**src/rtl/rf_dimmer_frame_encoder_core_assert.svh**
```systemverilog
// Assertion macros for the dimmer frame encoder core.
// Each macro expects clk and rst_n in the scope where it is used.
`ifndef RF_DIMMER_FRAME_ENCODER_CORE_ASSERT_SVH
`define RF_DIMMER_FRAME_ENCODER_CORE_ASSERT_SVH

`ifndef SYNTHESIS
`define RFDE_ASSERT_SAME(name, ante, cons) \
  name: assert property (@(posedge clk) disable iff (!rst_n) (ante) |-> (cons)) \
    else $error("rfde assertion failed");
`define RFDE_ASSERT_NEXT(name, ante, cons) \
  name: assert property (@(posedge clk) disable iff (!rst_n) (ante) |=> (cons)) \
    else $error("rfde assertion failed");
`else
`define RFDE_ASSERT_SAME(name, ante, cons)
`define RFDE_ASSERT_NEXT(name, ante, cons)
`endif

`endif

```
**src/rtl/rfde_pkg.sv**
```systemverilog
`timescale 1ns / 1ps

package rfde_pkg;

  // Symbol codes
  localparam logic [1:0] SymStart = 2'd0;
  localparam logic [1:0] SymOne   = 2'd1;
  localparam logic [1:0] SymZero  = 2'd2;
  localparam logic [1:0] SymEnd   = 2'd3;

  // Command codes
  localparam logic [1:0] FuncOn    = 2'd0;
  localparam logic [1:0] FuncOff   = 2'd1;
  localparam logic [1:0] FuncDim   = 2'd2;

  // Configuration register indexes
  localparam int CfgIdxW = 2;
  localparam logic [CfgIdxW-1:0] CfgSystemNumber = 2'd0;
  localparam logic [CfgIdxW-1:0] CfgUnitMask     = 2'd1;
  localparam logic [CfgIdxW-1:0] CfgSmoothFade   = 2'd2;
  localparam int CfgDataW = 10;

  // Frame layout: start, 14 address bits, 2 parity, 6 level bits, 2 parity, end
  localparam int AddrW     = 14;
  localparam int LevelW    = 6;
  localparam int FrameBits = AddrW + 2 + LevelW + 2;
  localparam int FrameLen  = FrameBits + 2;
  localparam int IdxW      = $clog2(FrameLen);

  localparam int QueueDepth = 2;

  typedef struct packed {
    logic [1:0] func;
    logic [7:0] level;
  } in_item_t;

  typedef struct packed {
    logic [1:0] symbol;
    logic       is_last;
  } out_item_t;

  typedef logic [FrameBits-1:0] frame_bits_t;

  typedef struct packed {
    logic full;
    logic nonempty;
  } q_stat_t;

endpackage

```
**src/rtl/rfde_front.sv**
```systemverilog
`timescale 1ns / 1ps

module rfde_front (
  input  logic                                clk,
  input  logic                                rst_n,
  input  logic                                in_valid,
  output logic                                in_stall,
  input  rfde_pkg::in_item_t                  in_item,
  input  logic                                cfg_valid,
  input  logic [rfde_pkg::CfgIdxW-1:0]        cfg_index,
  input  logic [rfde_pkg::CfgDataW-1:0]       cfg_data,
  input  rfde_pkg::q_stat_t                   q_stat,
  output logic                                q_push,
  output rfde_pkg::frame_bits_t               q_wdata
);

  localparam logic [7:0] QOffMax  = 8'd12;
  localparam logic [7:0] QFullMax = 8'd237;
  localparam logic [7:0] QBase    = 8'd38;
  localparam logic [7:0] QStep    = 8'd25;
  localparam logic [3:0] QCodeOff = 4'd10;
  localparam logic [3:0] QCodeFull = 4'd0;
  localparam logic [1:0] FadeSmooth  = 2'b11;
  localparam logic [1:0] FadeInstant = 2'b01;
  localparam logic [rfde_pkg::AddrW-1:0] AddrOddMask  = 14'h2AAA;
  localparam logic [rfde_pkg::AddrW-1:0] AddrEvenMask = 14'h1555;
  localparam logic [rfde_pkg::LevelW-1:0] LvlEvenMask = 6'h15;
  localparam logic [rfde_pkg::LevelW-1:0] LvlOddMask  = 6'h2A;

  logic [3:0] system_number_r, system_number_nxt;
  logic [9:0] unit_mask_r, unit_mask_nxt;
  logic       smooth_fade_r, smooth_fade_nxt;

  logic [7:0]                    lv;
  logic [3:0]                    qcode;
  logic                          cmd_ok;
  logic [rfde_pkg::AddrW-1:0]    addr;
  logic [rfde_pkg::LevelW-1:0]   lword;
  logic [rfde_pkg::LevelW-1:0]   lword_rev;

  function automatic logic [3:0] quantize(input logic [7:0] v);
    logic [3:0] c;
    c = 4'd1;
    for (int k = 0; k < 8; k++) begin
      if (v >= QBase + 8'(k) * QStep) c = c + 4'd1;
    end
    if (v <= QOffMax) c = QCodeOff;
    else if (v > QFullMax) c = QCodeFull;
    return c;
  endfunction

  always_comb begin
    system_number_nxt = system_number_r;
    unit_mask_nxt     = unit_mask_r;
    smooth_fade_nxt   = smooth_fade_r;
    if (cfg_valid) begin
      unique case (cfg_index)
        rfde_pkg::CfgSystemNumber: system_number_nxt = cfg_data[3:0];
        rfde_pkg::CfgUnitMask:     unit_mask_nxt     = cfg_data;
        rfde_pkg::CfgSmoothFade:   smooth_fade_nxt   = cfg_data[0];
        default: ;
      endcase
    end
  end

  always_ff @(posedge clk) begin
    if (!rst_n) begin
      system_number_r <= '0;
      unit_mask_r     <= '0;
      smooth_fade_r   <= 1'b1;
    end else begin
      system_number_r <= system_number_nxt;
      unit_mask_r     <= unit_mask_nxt;
      smooth_fade_r   <= smooth_fade_nxt;
    end
  end

  // classify the command and build the frame bits, first symbol in the MSB
  always_comb begin
    cmd_ok = 1'b1;
    unique case (in_item.func)
      rfde_pkg::FuncOn:  lv = 8'd255;
      rfde_pkg::FuncOff: lv = 8'd0;
      rfde_pkg::FuncDim: lv = in_item.level;
      default: begin
        lv     = 8'd0;
        cmd_ok = 1'b0;
      end
    endcase
    qcode = quantize(lv);
    addr  = {system_number_r, unit_mask_r};
    lword = {(smooth_fade_r ? FadeSmooth : FadeInstant), qcode};
    for (int i = 0; i < rfde_pkg::LevelW; i++) begin
      lword_rev[rfde_pkg::LevelW-1-i] = lword[i];
    end
    q_wdata = {addr,
               ~^(addr & AddrOddMask), ~^(addr & AddrEvenMask),
               lword_rev,
               ~^(lword & LvlEvenMask), ~^(lword & LvlOddMask)};
  end

  assign in_stall = q_stat.full;
  // drop unsupported commands and frames with no addressed unit
  assign q_push   = in_valid && !q_stat.full && cmd_ok && (unit_mask_r != '0);

endmodule

```
**src/rtl/rfde_fifo.sv**
```systemverilog
`timescale 1ns / 1ps

module rfde_fifo #(
  parameter int WIDTH = rfde_pkg::FrameBits,
  parameter int DEPTH = rfde_pkg::QueueDepth
) (
  input  logic              clk,
  input  logic              rst_n,
  input  logic              push,
  input  logic [WIDTH-1:0]  wdata,
  input  logic              pop,
  output logic [WIDTH-1:0]  rdata,
  output rfde_pkg::q_stat_t stat
);

  localparam int PtrW = (DEPTH > 1) ? $clog2(DEPTH) : 1;
  localparam int CntW = $clog2(DEPTH + 1);

  logic [WIDTH-1:0] mem_r [DEPTH];
  logic [PtrW-1:0]  wr_ptr_r, wr_ptr_nxt;
  logic [PtrW-1:0]  rd_ptr_r, rd_ptr_nxt;
  logic [CntW-1:0]  cnt_r, cnt_nxt;
  logic             do_push, do_pop;

  assign stat.full     = (cnt_r == CntW'(DEPTH));
  assign stat.nonempty = (cnt_r != '0);
  assign do_push = push && !stat.full;
  assign do_pop  = pop && stat.nonempty;
  assign rdata   = mem_r[rd_ptr_r];

  always_comb begin
    wr_ptr_nxt = wr_ptr_r;
    rd_ptr_nxt = rd_ptr_r;
    cnt_nxt    = cnt_r;
    if (do_push) begin
      wr_ptr_nxt = (wr_ptr_r == PtrW'(DEPTH - 1)) ? '0 : wr_ptr_r + 1'b1;
    end
    if (do_pop) begin
      rd_ptr_nxt = (rd_ptr_r == PtrW'(DEPTH - 1)) ? '0 : rd_ptr_r + 1'b1;
    end
    if (do_push && !do_pop) cnt_nxt = cnt_r + 1'b1;
    else if (do_pop && !do_push) cnt_nxt = cnt_r - 1'b1;
  end

  always_ff @(posedge clk) begin
    if (!rst_n) begin
      wr_ptr_r <= '0;
      rd_ptr_r <= '0;
      cnt_r    <= '0;
    end else begin
      wr_ptr_r <= wr_ptr_nxt;
      rd_ptr_r <= rd_ptr_nxt;
      cnt_r    <= cnt_nxt;
    end
  end

  always_ff @(posedge clk) begin
    if (do_push) mem_r[wr_ptr_r] <= wdata;
  end

endmodule

```
**src/rtl/rfde_back.sv**
```systemverilog
`timescale 1ns / 1ps

module rfde_back (
  input  logic                  clk,
  input  logic                  rst_n,
  input  rfde_pkg::q_stat_t     q_stat,
  input  rfde_pkg::frame_bits_t q_rdata,
  output logic                  q_pop,
  output logic                  out_valid,
  input  logic                  out_stall,
  output rfde_pkg::out_item_t   out_item
);

  localparam logic [rfde_pkg::IdxW-1:0] IdxLast = rfde_pkg::IdxW'(rfde_pkg::FrameLen - 1);

  logic                         active_r, active_nxt;
  logic [rfde_pkg::IdxW-1:0]    idx_r, idx_nxt;
  rfde_pkg::frame_bits_t        bits_r, bits_nxt;
  logic                         out_valid_r, out_valid_nxt;
  rfde_pkg::out_item_t          out_item_r, out_item_nxt;
  rfde_pkg::out_item_t          sym;
  logic                         adv, emit, last, load;

  assign adv  = !out_valid_r || !out_stall;
  assign emit = active_r && adv;
  assign last = (idx_r == IdxLast);
  assign load = q_stat.nonempty && (!active_r || (emit && last));
  assign q_pop = load;

  always_comb begin
    sym.is_last = 1'b0;
    if (idx_r == '0) begin
      sym.symbol = rfde_pkg::SymStart;
    end else if (last) begin
      sym.symbol  = rfde_pkg::SymEnd;
      sym.is_last = 1'b1;
    end else begin
      sym.symbol = bits_r[rfde_pkg::FrameBits-1] ? rfde_pkg::SymOne : rfde_pkg::SymZero;
    end
  end

  always_comb begin
    active_nxt    = active_r;
    idx_nxt       = idx_r;
    bits_nxt      = bits_r;
    out_valid_nxt = out_valid_r;
    out_item_nxt  = out_item_r;
    if (adv) begin
      out_valid_nxt = active_r;
      out_item_nxt  = sym;
    end
    if (emit) begin
      idx_nxt = idx_r + 1'b1;
      // advance the bit line once the start symbol has gone
      if (idx_r != '0) bits_nxt = {bits_r[rfde_pkg::FrameBits-2:0], 1'b0};
      if (last) active_nxt = 1'b0;
    end
    if (load) begin
      active_nxt = 1'b1;
      idx_nxt    = '0;
      bits_nxt   = q_rdata;
    end
  end

  always_ff @(posedge clk) begin
    if (!rst_n) begin
      active_r    <= 1'b0;
      idx_r       <= '0;
      out_valid_r <= 1'b0;
    end else begin
      active_r    <= active_nxt;
      idx_r       <= idx_nxt;
      out_valid_r <= out_valid_nxt;
    end
  end

  always_ff @(posedge clk) begin
    bits_r     <= bits_nxt;
    out_item_r <= out_item_nxt;
  end

  assign out_valid = out_valid_r;
  assign out_item  = out_item_r;

endmodule

```
**src/rtl/rf_dimmer_frame_encoder_core.sv**
```systemverilog
`timescale 1ns / 1ps
// Radio dimmer frame encoder. Each accepted command (on, off, dim) becomes one
// frame of 26 symbols on the out channel, one symbol per cycle while out_stall
// is low, the terminator flagged with is_last. Unsupported commands, and any
// command while unit_mask is zero, are dropped without output. Commands are
// classified on entry and queued (QDEPTH frames); the symbol sequencer drains
// the queue at one symbol per cycle while out_stall is low, so the sustained
// command rate is set by the frame length. Configuration writes are always
// accepted (cfg_ready tied high) and apply to commands taken after the write.
`include "rf_dimmer_frame_encoder_core_assert.svh"

module rf_dimmer_frame_encoder_core #(
  parameter int QDEPTH = rfde_pkg::QueueDepth
) (
  input  logic                          clk,
  input  logic                          rst_n,
  input  logic                          in_valid,
  output logic                          in_stall,
  input  rfde_pkg::in_item_t            in_item,
  output logic                          out_valid,
  input  logic                          out_stall,
  output rfde_pkg::out_item_t           out_item,
  input  logic                          cfg_valid,
  output logic                          cfg_ready,
  input  logic [rfde_pkg::CfgIdxW-1:0]  cfg_index,
  input  logic [rfde_pkg::CfgDataW-1:0] cfg_data
);

  rfde_pkg::q_stat_t     q_stat;
  logic                  q_push, q_pop;
  rfde_pkg::frame_bits_t q_wdata, q_rdata;
  logic                  out_take;
  logic                  out_is_start;
  logic                  out_is_end;
  logic                  out_is_bit;

  assign cfg_ready = 1'b1;

  rfde_front u_front (
    .clk       (clk),
    .rst_n     (rst_n),
    .in_valid  (in_valid),
    .in_stall  (in_stall),
    .in_item   (in_item),
    .cfg_valid (cfg_valid && cfg_ready),
    .cfg_index (cfg_index),
    .cfg_data  (cfg_data),
    .q_stat    (q_stat),
    .q_push    (q_push),
    .q_wdata   (q_wdata)
  );

  rfde_fifo #(
    .WIDTH (rfde_pkg::FrameBits),
    .DEPTH (QDEPTH)
  ) u_fifo (
    .clk   (clk),
    .rst_n (rst_n),
    .push  (q_push),
    .wdata (q_wdata),
    .pop   (q_pop),
    .rdata (q_rdata),
    .stat  (q_stat)
  );

  rfde_back u_back (
    .clk       (clk),
    .rst_n     (rst_n),
    .q_stat    (q_stat),
    .q_rdata   (q_rdata),
    .q_pop     (q_pop),
    .out_valid (out_valid),
    .out_stall (out_stall),
    .out_item  (out_item)
  );

  assign out_take     = out_valid && !out_stall;
  assign out_is_start = (out_item.symbol == rfde_pkg::SymStart);
  assign out_is_end   = (out_item.symbol == rfde_pkg::SymEnd);
  assign out_is_bit   = (out_item.symbol == rfde_pkg::SymOne) ||
                        (out_item.symbol == rfde_pkg::SymZero);

  `RFDE_ASSERT_SAME(a_last_is_end, out_valid && out_item.is_last, out_is_end)
  `RFDE_ASSERT_SAME(a_end_is_last, out_valid && out_is_end, out_item.is_last)
  `RFDE_ASSERT_NEXT(a_start_then_bit, out_take && out_is_start, !out_valid || out_is_bit)
  `RFDE_ASSERT_SAME(a_pop_nonempty, q_pop, q_stat.nonempty)

endmodule

```
**config.mk**
```make
export PLATFORM = sky130hd
export DESIGN_NAME = rf_dimmer_frame_encoder_core
export DESIGN_NICKNAME = d
export VERILOG_FILES = /design/src/rtl/rfde_pkg.sv /design/src/rtl/rfde_front.sv /design/src/rtl/rfde_fifo.sv /design/src/rtl/rfde_back.sv /design/src/rtl/rf_dimmer_frame_encoder_core.sv
export VERILOG_INCLUDE_DIRS = /design/src /design/src/rtl
export SDC_FILE = /design/constraint.sdc
export NUM_CORES = 1
export LEC_CHECK = 0
export BUFFER_PORTS_ARGS = -buffer_cell sky130_fd_sc_hd__buf_4
export CELL_PAD_IN_SITES_DETAIL_PLACEMENT = 1
export CELL_PAD_IN_SITES_GLOBAL_PLACEMENT = 2
export CORE_UTILIZATION = 29
export CTS_CLUSTER_DIAMETER = 100
export CTS_CLUSTER_SIZE = 40
export DETAILED_ROUTE_END_ITERATION = 8
export GPL_TIMING_DRIVEN = 0
export PLACE_DENSITY_LB_ADDON = 0.1
export SETUP_SLACK_MARGIN = 0.15
export SKIP_LAST_GASP = 1
export SYNTH_ARGS = -nofsm -noshare
export SYNTH_HDL_FRONTEND = slang
export SYNTH_SLANG_ARGS = --single-unit
export TNS_END_PERCENT = 20
```
**constraint.sdc**
```tcl
create_clock -name clk -period 8.43 [get_ports clk]
set_clock_uncertainty 0.05 [all_clocks]
set_input_delay 1.2645 -clock clk [delete_from_list [all_inputs] [get_ports clk]]
set_output_delay 1.2645 -clock clk [all_outputs]
set_load 0.03 [all_outputs]
```
==> impl_results.md, run 1 <==
- Tmin final: 5.95 ns
- Setup bufs post-CTS: 0
- Area occupied by multi-input gates: 0.00201 mm2
- Synth Flop Type: edfxtp_1
- Die width: 132 um
- Fin util: 34.4%
- CTS Buf Count: 9
- DR vias/cell: 4.56
- Slew HR: 27.5%
- Routability cong.: 0.703
- Die Area: 0.0173 mm2
- Cell Area, Placed: 0.00539 mm2
- Most common cell on crit path: ha_1
- Top cell type's share of synthesized area: 45.0%
- Setup TNS: 0 ns
- RSZ-0062 raised after global routing: false
- # H-tree levels: 3
- Worst endpoint required time: 8.46 ns
- Syn_nets: 456
- First-pass GRT wire length: 16.9 mm
- Max Fclk: 0.168 GHz
- CP cell instances: buf_4 -> or2b_1 -> a211o_1 -> nand2_1 -> a21oi_1 -> fa_1 -> or3_1 -> nand2_1 -> ha_1 -> nor3b_1 -> a31oi_1 -> ha_1 -> mux2_2 -> ha_1 -> nand2_1 -> o21ai_0 -> a21oi_1 -> inv_1 -> ha_1 -> nand3_1 -> o211ai_1 -> xor2_1 -> xnor2_1
- Fin nets: 496
- IO Port Bufs: 27
- Sequential cell area: 0.00273 mm2
- Post-DRT Antenna Nets: 0
- Vias in the first global route: 3,236
- Fill count: 1,840
- Top post-synthesis cells by area: edfxtp_1, dfxtp_1, mux2i_1
- Initial antenna violation count: 1
- Skew-Pair Late Insertion Delay: 0.34 ns
- Pin count of the biggest net entering global routing: 25
- CP Launch Type: input pin
- CTS tree: built
- Avg WL per Cell: 15.4 um
- Worst-path fanout max: 9
- Setup CP Type: in2reg
- Most frequent cells in the layout: edfxtp_1, nand2_1, mux2i_1, o21ai_0, buf_4
- Total GRT Usage: 12.6%
- Max clock buf depth: 2
- Ys Warns: 0
- Hpwl dp: 7.80 mm
- Post-Syn Area: 0.00488 mm2
- VDD IR max: 112 uV
- Drt first pass iters: 4
- Leakage: 2.09 nW
- Post-CTS Hold Buffers: 0
- DRC: 0
- Max-cap violations: 0
- Initial Utilization: 29.5%
- Register area share after synthesis: 56.0%
- Worst slew pin tran: 1.09 ns
- Critical Path AT: 5.99 ns
- Synth Instances: 417
- Mapped Avg Cell Area: 11.7 um2
- Total Power: 0.00159 W
- Vias: 3,113
- Yosys top cell by area: edfxtp_1
- Commonest non-fill, non-tap cell in the layout: edfxtp_1
- Count of final hold-check violations: 0
- Post-cts resize count: 0
- Period utilisation layout: 70.6%
- Top Ports: 33
- Slowest Stage Delay on Critical Path: 0.50 ns
- Fin area: 0.00568 mm2
- CP bufs+invs: 2
- Die height: 132 um
- Post-synth EDFFs: 73
- Worst-path clk slew: 0.07 ns
- Worst path slowest cell: fa_1
- Hold crit path type: reg2reg
- DR iter-0 viols: 89
- Post-Route WL: 10.5 mm
- Final setup viols: 0
- Layout cells sized above 1: 14.7%
- CP delay by family, top: adder cells
- Ant diodes: 0
- Pwr dens: 279 mW/mm2
- Post-synth cell types: 56
- Status: complete, no violations
- Sink Count: 100
- Share of async-settable or async-resettable flops after synthesis: 0%
- Gr ovfl total: 0
- Core box area: 0.0165 mm2
- Synthesized flop and latch total: 100
- Root Buffer: clkbuf_16
- Area growth syn-to-layout: 16.5%
- Max Slew Vio Count: 0
- Cell Rows: 47
- CP Capture Type: flop
[path summary, 6_finish.rpt]
path / startpoint / endpoint / slack [ns] / depth (start not counted)
setup / recovery: in_item[9] / u_fifo.mem_r[0][0] / 2.48 / 23
hold / removal: u_back.active_r / u_back.out_valid / 0.46 / 2
hold reg to reg: u_back.active_r / u_back.out_valid / 0.46 / 2
setup reg to reg: u_back.idx_r[1] / u_back.bits_r[11] / 5.34 / 10
[metal layers]
| metal | share of wire, % | wire length [um] | global-route usage [%] |
|---|---|---|---|
| met1 | 50 | 5290 | 17.4 |
| met2 | 46 | 4850 | 20.1 |
| met3 | 2.1 | 221 | 2.20 |
| met4 | 1.2 | 121 | 4.07 |
| met5 | 0 | 0 | 0 |
[cell type report]
type / count / area share (%)
Sequential cell: 100 / 48.1
Multi-Input combinational cell: 285 / 35.4
Tap cell: 220 / 4.84
Clock buffer: 10 / 4.40
Timing Repair Buffer: 29 / 4.10
Buffer: 19 / 1.59
Inverter: 13 / 0.859
Clock inverter: 6 / 0.749
[cells in the mapped netlist, drive strengths merged, types with 2 or more instances]
| cell | n |
|---|---|
| nand2 | 45 |
| xnor2 | 18 |
| nor2b | 19 |
| o211ai | 2 |
| a21oi | 5 |
| a2111oi | 2 |
| nand2b | 8 |
| xor2 | 13 |
| inv | 13 |
| buf | 6 |
| nand3 | 8 |
| dfxtp | 27 |
| o21a | 3 |
| nand3b | 2 |
| nor3b | 3 |
| clkbuf | 13 |
| a21boi | 2 |
| nor2 | 24 |
| or3 | 3 |
| mux2i | 39 |
| edfxtp | 73 |
| a31oi | 5 |
| a211oi | 4 |
| and2 | 7 |
| nand4 | 4 |
| or2 | 2 |
| nor4 | 2 |
| o21ai | 37 |
| ha | 11 |
[worst register-to-register path, stage by stage, from the launching register on]
cell	delay [ns]
dfxtp_1	0.36
inv_1	0.09
ha_1	0.18
nand2_1	0.07
nor2_1	0.06
and2_1	0.18
nand2_1	0.07
nand2_1	0.07
o21ai_1	0.20
clkbuf_1	0.47
nand2_1	0.78
[cells by family (layout without fill, tap and decap cells)]
| logic type | Yosys count | after routing | share of synthesized area [%] |
|---|---|---|---|
| AND/OR/NAND/NOR | 135 | 135 | 14.6 |
| other | 1 | 1 | 0.0769 |
| AO/OA/AOI/OAI | 65 | 65 | 8.72 |
| buffers and inverters | 32 | 77 | 2.85 |
| flip-flops | 100 | 100 | 56.0 |
| multiplexers | 40 | 40 | 8.24 |
| XOR/XNOR | 32 | 32 | 6.21 |
| adder cells (fa/ha/maj) | 12 | 12 | 3.23 |
[flip-flops by register name, summed over array words and instances, names as in the netlist, named ones only]
signal,cells
u_front.system_number_r,4
u_back.out_valid,1
u_fifo.mem_r,46
u_front.unit_mask_r,10
u_back.bits_r,24
u_fifo.wr_ptr_r,1
u_fifo.rd_ptr_r,1
u_back.active_r,1
u_fifo.cnt_r,2
u_front.smooth_fade_r,1
u_back.out_item,3
u_back.idx_r,5
[through the flow]
stage          setup slack, ns  instances  hold WS [ns]
6_report                  2.48        682         0.461
5_1_grt                   2.12        682         0.496
4_1_cts                   2.43        682         0.463
3_5_place_dp              2.07        666         0.444
3_3_place_gp              2.16        664         0.441
2_1_floorplan             2.83        417         0.416
[power by group]
part	internal [W]	switching [W]
Combinational	0.000170	0.000295
Sequential	0.000684	0.0000372
Clock	0.000220	0.000181
Note: power is estimated with default switching activity, not from simulation.
==> run 2: changes to the inputs <==
Settings changed: ABC_AREA set to 1.
Clock period 8.43 ns to 5.85 ns, I/O delays scaled along.
==> run 2 against run 1 <==
Against the previous run: the flow now finishes with violations (design-rule violations); core utilization rose by 0.83 points; first-iteration DRC count up 44%; synthesized cell count up 27%; flip-flop and latch count unchanged; wire length grew 11%; critical path depth is 6 higher; area after synthesis is 0.46% higher; worst hold slack got worse by 0.058 ns; register-to-register slack lost 2.4 ns; critical endpoint is now u_fifo.mem_r[1][0].
==> impl_results.md, run 2 <==
- Worst endpoint required time: 5.90 ns
- Ant diodes: 0
- Fin nets: 613
- Worst path slowest cell: fa_2
- Synth Area in Adders: 3.22%
- Max-cap violations: 0
- Worst slew pin tran: 1.04 ns
- Slowest Stage Delay on Critical Path: 0.62 ns
- # H-tree levels: 3
- Max clock buf depth: 2
- Count of final hold-check violations: 0
- Worst-path clk slew: 0.07 ns
- First-pass GRT wire length: 19.9 mm
- Worst hold slack: 0.403 ns
- Mapped Avg Cell Area: 9.26 um2
- Die width: 132 um
- Layout cells sized above 1: 17.4%
- Setup TNS: 0 ns
- Initial antenna violation count: 0
- Commonest cells post-synth: nand2_1, edfxtp_1, nor2_1, inv_1, nand3_1
- Gr ovfl total: 0
- Cell Area, Placed: 0.00548 mm2
- DR vias/cell: 4.54
- Initial Utilization: 29.6%
- Post-synth cell types: 39
- Vias in the first global route: 3,858
- Worst reg-to-reg path cell count: 8
- Fin area: 0.00582 mm2
- Pin count of the biggest net entering global routing: 19
- CP Launch Type: input pin
- Top post-synthesis cells by area: edfxtp_1, dfxtp_1, nand2_1
- Critical Path AT: 5.30 ns
- DP Worst Slack: -0.103 ns
- Status: complete, but fails checks
- Hold crit path type: reg2reg
- IO Port Bufs: 30
- Ys Warns: 0
- Setup CP Type: in2reg
- Most frequent cells in the layout: nand2_1, edfxtp_1, nor2_1, inv_1, buf_4
- Largest family of logic cells by synthesized area: simple AND/OR/NAND/NOR gates
- Synthesized flop and latch total: 100
- Failing checks: design-rule violations
- Syn_nets: 568
- Drt first pass iters: 6
- Sink Count: 100
- Root Buffer: clkbuf_16
- Final setup viols: 0
- Total Power: 0.00236 W
- Post-synthesis compound-gate area fraction: 8.97%
- Hold path depth: 1
- Post-CTS Hold Buffers: 0
- Area growth syn-to-layout: 18.8%
- Cell Rows: 47
- Tmin final: 5.25 ns
- Period utilisation layout: 89.8%
- Pwr dens: 406 mW/mm2
- Slew HR: 30.0%
- Leakage: 2.37 nW
- Skew-Pair Late Insertion Delay: 0.35 ns
- Top cell type's share of synthesized area: 44.8%
- Core box area: 0.0165 mm2
- Largest regs: u_fifo.mem_r x46, u_back.bits_r x24, u_front.unit_mask_r x10
- Die height: 132 um
- Yosys top cell by area: edfxtp_1
- Post-Syn Area: 0.00490 mm2
- Largest Register: u_fifo.mem_r
- Max reg flops: 46
- Share of async-settable or async-resettable flops after synthesis: 0%
- WL met1: 5.53 mm
- CTS tree: built
- Commonest non-fill, non-tap cell in the layout: nand2_1
- RSZ-0062 raised after global routing: false
- Total GRT Usage: 14.8%
- Die Area: 0.0174 mm2
- Worst-path fanout max: 10
- Max Slew Vio Count: 0
- Most common cell in the synthesized netlist: nand2_1
- Synth Area in XOR/XNOR: 3.04%
- Post-DRT Antenna Nets: 0
- Hpwl dp: 9.04 mm
- Metal3 WL: 290 um
- Synth Flop Type: edfxtp_1
- Final worst slack: 0.596 ns
- DR iter-0 viols: 128
- Post-synth EDFFs: 73
- Fill count: 1,902
- CP Capture Type: flop
- Vias: 3,628
- Avg WL per Cell: 14.6 um
- Top Ports: 33
- VDD IR max: 160 uV
- Max Fclk: 0.190 GHz
- DR top layer: met4
- DRC: 2
- DR WL met2: 5.65 mm
- Routability cong.: 0.767
- Synth Instances: 529
- Most common cell on crit path: nand2_1
- Register area share after synthesis: 55.8%
- Post-Route WL: 11.6 mm
- Mux cell area share after synthesis: 0%
- Synth Area in Simple Gates: 22.8%
- CTS Buf Count: 9
## run 2: cell types whose count changed after synthesis, moves of 21 or more
cell | previous run | this run
nor2_1 | 24 | 67
nand2_1 | 45 | 104
mux2i_1 | 39 | 0
nand3_1 | 8 | 31
nand2_2 | 0 | 21
inv_1 | 13 | 57
## run 2: area by class of cell
class	instances	area, um2	area share [%]
multi-input combinational	354	1900	32.6
inverter	60	225	3.87
sequential	100	2730	47.0
tap	220	275	4.73
clock inverter	7	82.6	1.42
timing repair buffer	34	303	5.20
clock buffer	9	225	3.87
buffer	15	75.1	1.29
## run 2: cells by family after synthesis
kind of cell	after synthesis
buffers and inverters	75
AO/OA/AOI/OAI	75
other	1
XOR/XNOR	17
AND/OR/NAND/NOR	249
flip-flops	100
adder cells (fa/ha/maj)	12
## run 2: worst paths after layout
| check | startpoint | to | slack (ns) |
|---|---|---|---|
| min reg2reg | u_fifo.rd_ptr_r | u_fifo.rd_ptr_r | 0.40 |
| min | u_fifo.rd_ptr_r | u_fifo.rd_ptr_r | 0.40 |
| max reg2reg | u_back.out_valid | u_back.bits_r[13] | 2.89 |
| max | in_item[9] | u_fifo.mem_r[1][0] | 0.60 |
## run 2: per-layer routing
metal	global-route usage (%)	vias to the layer above
li1	-	1861
met1	19.3	1721
met2	24.5	32
met3	3.15	14
met4	4.65	0
met5	0	-
## run 2: repair_timing
action                     in CTS  in global routing
setup buffers                   0                  1
gates resized for setup         0                  6
setup endpoints to repair       0                  4
## run 2: power by group
group          internal [W]  switching, W  total [W]  leakage [nW]
combinational      0.000232      0.000480   0.000712          1.31
sequential         0.000979     0.0000595    0.00104         0.903
clock              0.000339      0.000270   0.000609         0.151
total               0.00155      0.000810    0.00236          2.37
## run 2: worst max-delay path, delay by kind of cell
family          cells  cell delay (ns)
fa+ha+maj           5             1.73
buf+inv             5             0.49
simple gates       15             1.42
compound gates      4             0.78
## run 2: metrics by stage
| step | std cells | util, % |
|---|---|---|
| 4_1_cts | 798 | 35.0 |
| 3_3_place_gp | 779 | 32.7 |
| 3_5_place_dp | 782 | 33.2 |
| 5_1_grt | 799 | 35.2 |
| 2_1_floorplan | 529 | - |
| 6_report | 799 | 35.2 |
==> run 3: changes to the inputs <==
Settings changed: CELL_PAD_IN_SITES_DETAIL_PLACEMENT 1 to 2.
==> run 3 against run 2 <==
Against the previous run: the flow now finishes without violations; global-route usage grew 1.1 points; non-clock buffer count is 1 higher; sequential power is essentially flat; flip-flop and latch count did not move; via count grew 3.0%; worst hold slack improved by 0.00095 ns; register-to-register slack lost 0.03 ns; wire length rose by 9.6%; clock-buffer cell count unchanged; largest cell class unchanged.
==> impl_results.md, run 3 (synthesized netlist as in run 2, its figures left out) <==
- Worst-path fanout max: 10
- Vias in the first global route: 4,082
- Count of final hold-check violations: 0
- Avg WL per Cell: 16.0 um
- Initial Utilization: 29.6%
- Final setup viols: 0
- Ant diodes: 0
- Gr ovfl total: 0
- VDD IR max: 150 uV
- Leakage: 2.37 nW
- WL met1: 5.88 mm
- Worst-path clk slew: 0.07 ns
- IO Port Bufs: 30
- Die Area: 0.0174 mm2
- Worst hold slack: 0.404 ns
- CP Capture Type: flop
- DR top layer: met4
- DR vias/cell: 4.67
- Vias: 3,738
- Largest Register: u_fifo.mem_r
- Layout cells sized above 1: 17.8%
- CP bufs+invs: 5
- Post-Route WL: 12.8 mm
- Most common cell on crit path: nand2_1
- Total GRT Usage: 15.9%
- Max Fclk: 0.190 GHz
- Hpwl dp: 9.96 mm
- Pin count of the biggest net entering global routing: 19
- Cell Rows: 47
- Period utilisation layout: 90.2%
- Drt first pass iters: 4
- CP delay by family, top: adder cells
- Max reg flops: 46
- Worst slew pin tran: 1.11 ns
- Core box area: 0.0165 mm2
- Root Buffer: clkbuf_16
- CTS tree: built
- Tmin final: 5.27 ns
- Slowest Stage Delay on Critical Path: 0.59 ns
- Largest regs: u_fifo.mem_r x46, u_back.bits_r x24, u_front.unit_mask_r x10
- DR WL met2: 6.49 mm
- Fin util: 35.2%
- CTS Buf Count: 9
- Routability cong.: 0.767
- First-pass GRT wire length: 21.2 mm
- Worst endpoint required time: 5.90 ns
- Cell Count, Final, Fillers Out: 800
- Metal3 WL: 225 um
- Most frequent cells in the layout: nand2_1, edfxtp_1, nor2_1, inv_1, buf_4
- Status: complete, no violations
- RSZ-0062 raised after global routing: false
- Max Slew Vio Count: 0
- Worst path slowest cell: fa_2
- Max-cap violations: 0
- Commonest non-fill, non-tap cell in the layout: nand2_1
- Initial antenna violation count: 0
- Cell Area, Placed: 0.00548 mm2
- Die width: 132 um
- Critical Path AT: 5.33 ns
- Die height: 132 um
- Slew HR: 25.2%
- Fin area: 0.00582 mm2
- Top Ports: 33
- Area growth syn-to-layout: 18.9%
- DRC: 0
- Setup CP Type: in2reg
- CP Launch Type: input pin
- Post-DRT Antenna Nets: 0
- # H-tree levels: 3
- Max clock buf depth: 2
- Fin nets: 614
- Pwr dens: 408 mW/mm2
- Hold crit path type: reg2reg
- Sink Count: 100
- Placed insts: 782
- DR iter-0 viols: 128
- Skew-Pair Late Insertion Delay: 0.35 ns
## run 3: repair_timing
action,in CTS,in global routing
setup endpoints to repair,0,6
hold buffers,0,0
resized for setup,0,6
setup buffers,0,2
## run 3: per-stage QoR
stage / power, W / TNS [ns] / setup WS [ns]
final: 0.00238 / 0 / 0.575
after global placement: 0.00175 / -0.111 / -0.0555
after floorplan: 0.00151 / 0 / 0.709
after CTS: 0.00243 / 0 / 0.171
after detailed placement: 0.00180 / -0.424 / -0.212
after global routing: 0.00255 / 0 / 0.167
## run 3: final timing paths
| path | startpoint | to | slack (ns) | cells after the start |
|---|---|---|---|---|
| max | in_item[9] | u_fifo.mem_r[1][0] | 0.58 | 29 |
| min | u_fifo.rd_ptr_r | flop | 0.40 | 1 |
| max reg2reg | u_back.out_valid | u_back.bits_r[13] | 2.86 | 8 |
| min reg2reg | u_fifo.rd_ptr_r | flop | 0.40 | 1 |
## run 3: where the power goes
part | switching (W) | internal (W) | leakage [nW] | total (W)
sequential | 0.0000625 | 0.000979 | 0.903 | 0.00104
combinational | 0.000495 | 0.000233 | 1.32 | 0.000728
clock | 0.000270 | 0.000338 | 0.148 | 0.000608
## run 3: cell type report
cell class,instances,area [um2]
Inverter,60,225
Timing Repair Buffer,35,310
Buffer,15,75.1
Tap cell,220,275
Clock buffer,9,225
Clock inverter,7,80.1
Sequential cell,100,2730
Multi-Input combinational cell,354,1900
Fill cell,1806,10700
## run 3: routing by layer
| metal | global-route usage, % | vias up |
|---|---|---|
| li1 | - | 1865 |
| met1 | 19.8 | 1836 |
| met2 | 27.8 | 26 |
| met3 | 3.00 | 11 |
| met4 | 4.46 | 0 |
| met5 | 0 | - |
## run 3: worst reg2reg max path, stage by stage, from the launching register on
cell      delay (ns)
dfxtp_1         0.32
nand2_1         0.23
nand2_1         0.24
o21ai_0         0.28
nand2_1         0.26
inv_1           0.17
clkbuf_1        0.45
clkbuf_1        0.48
a31oi_1         0.22
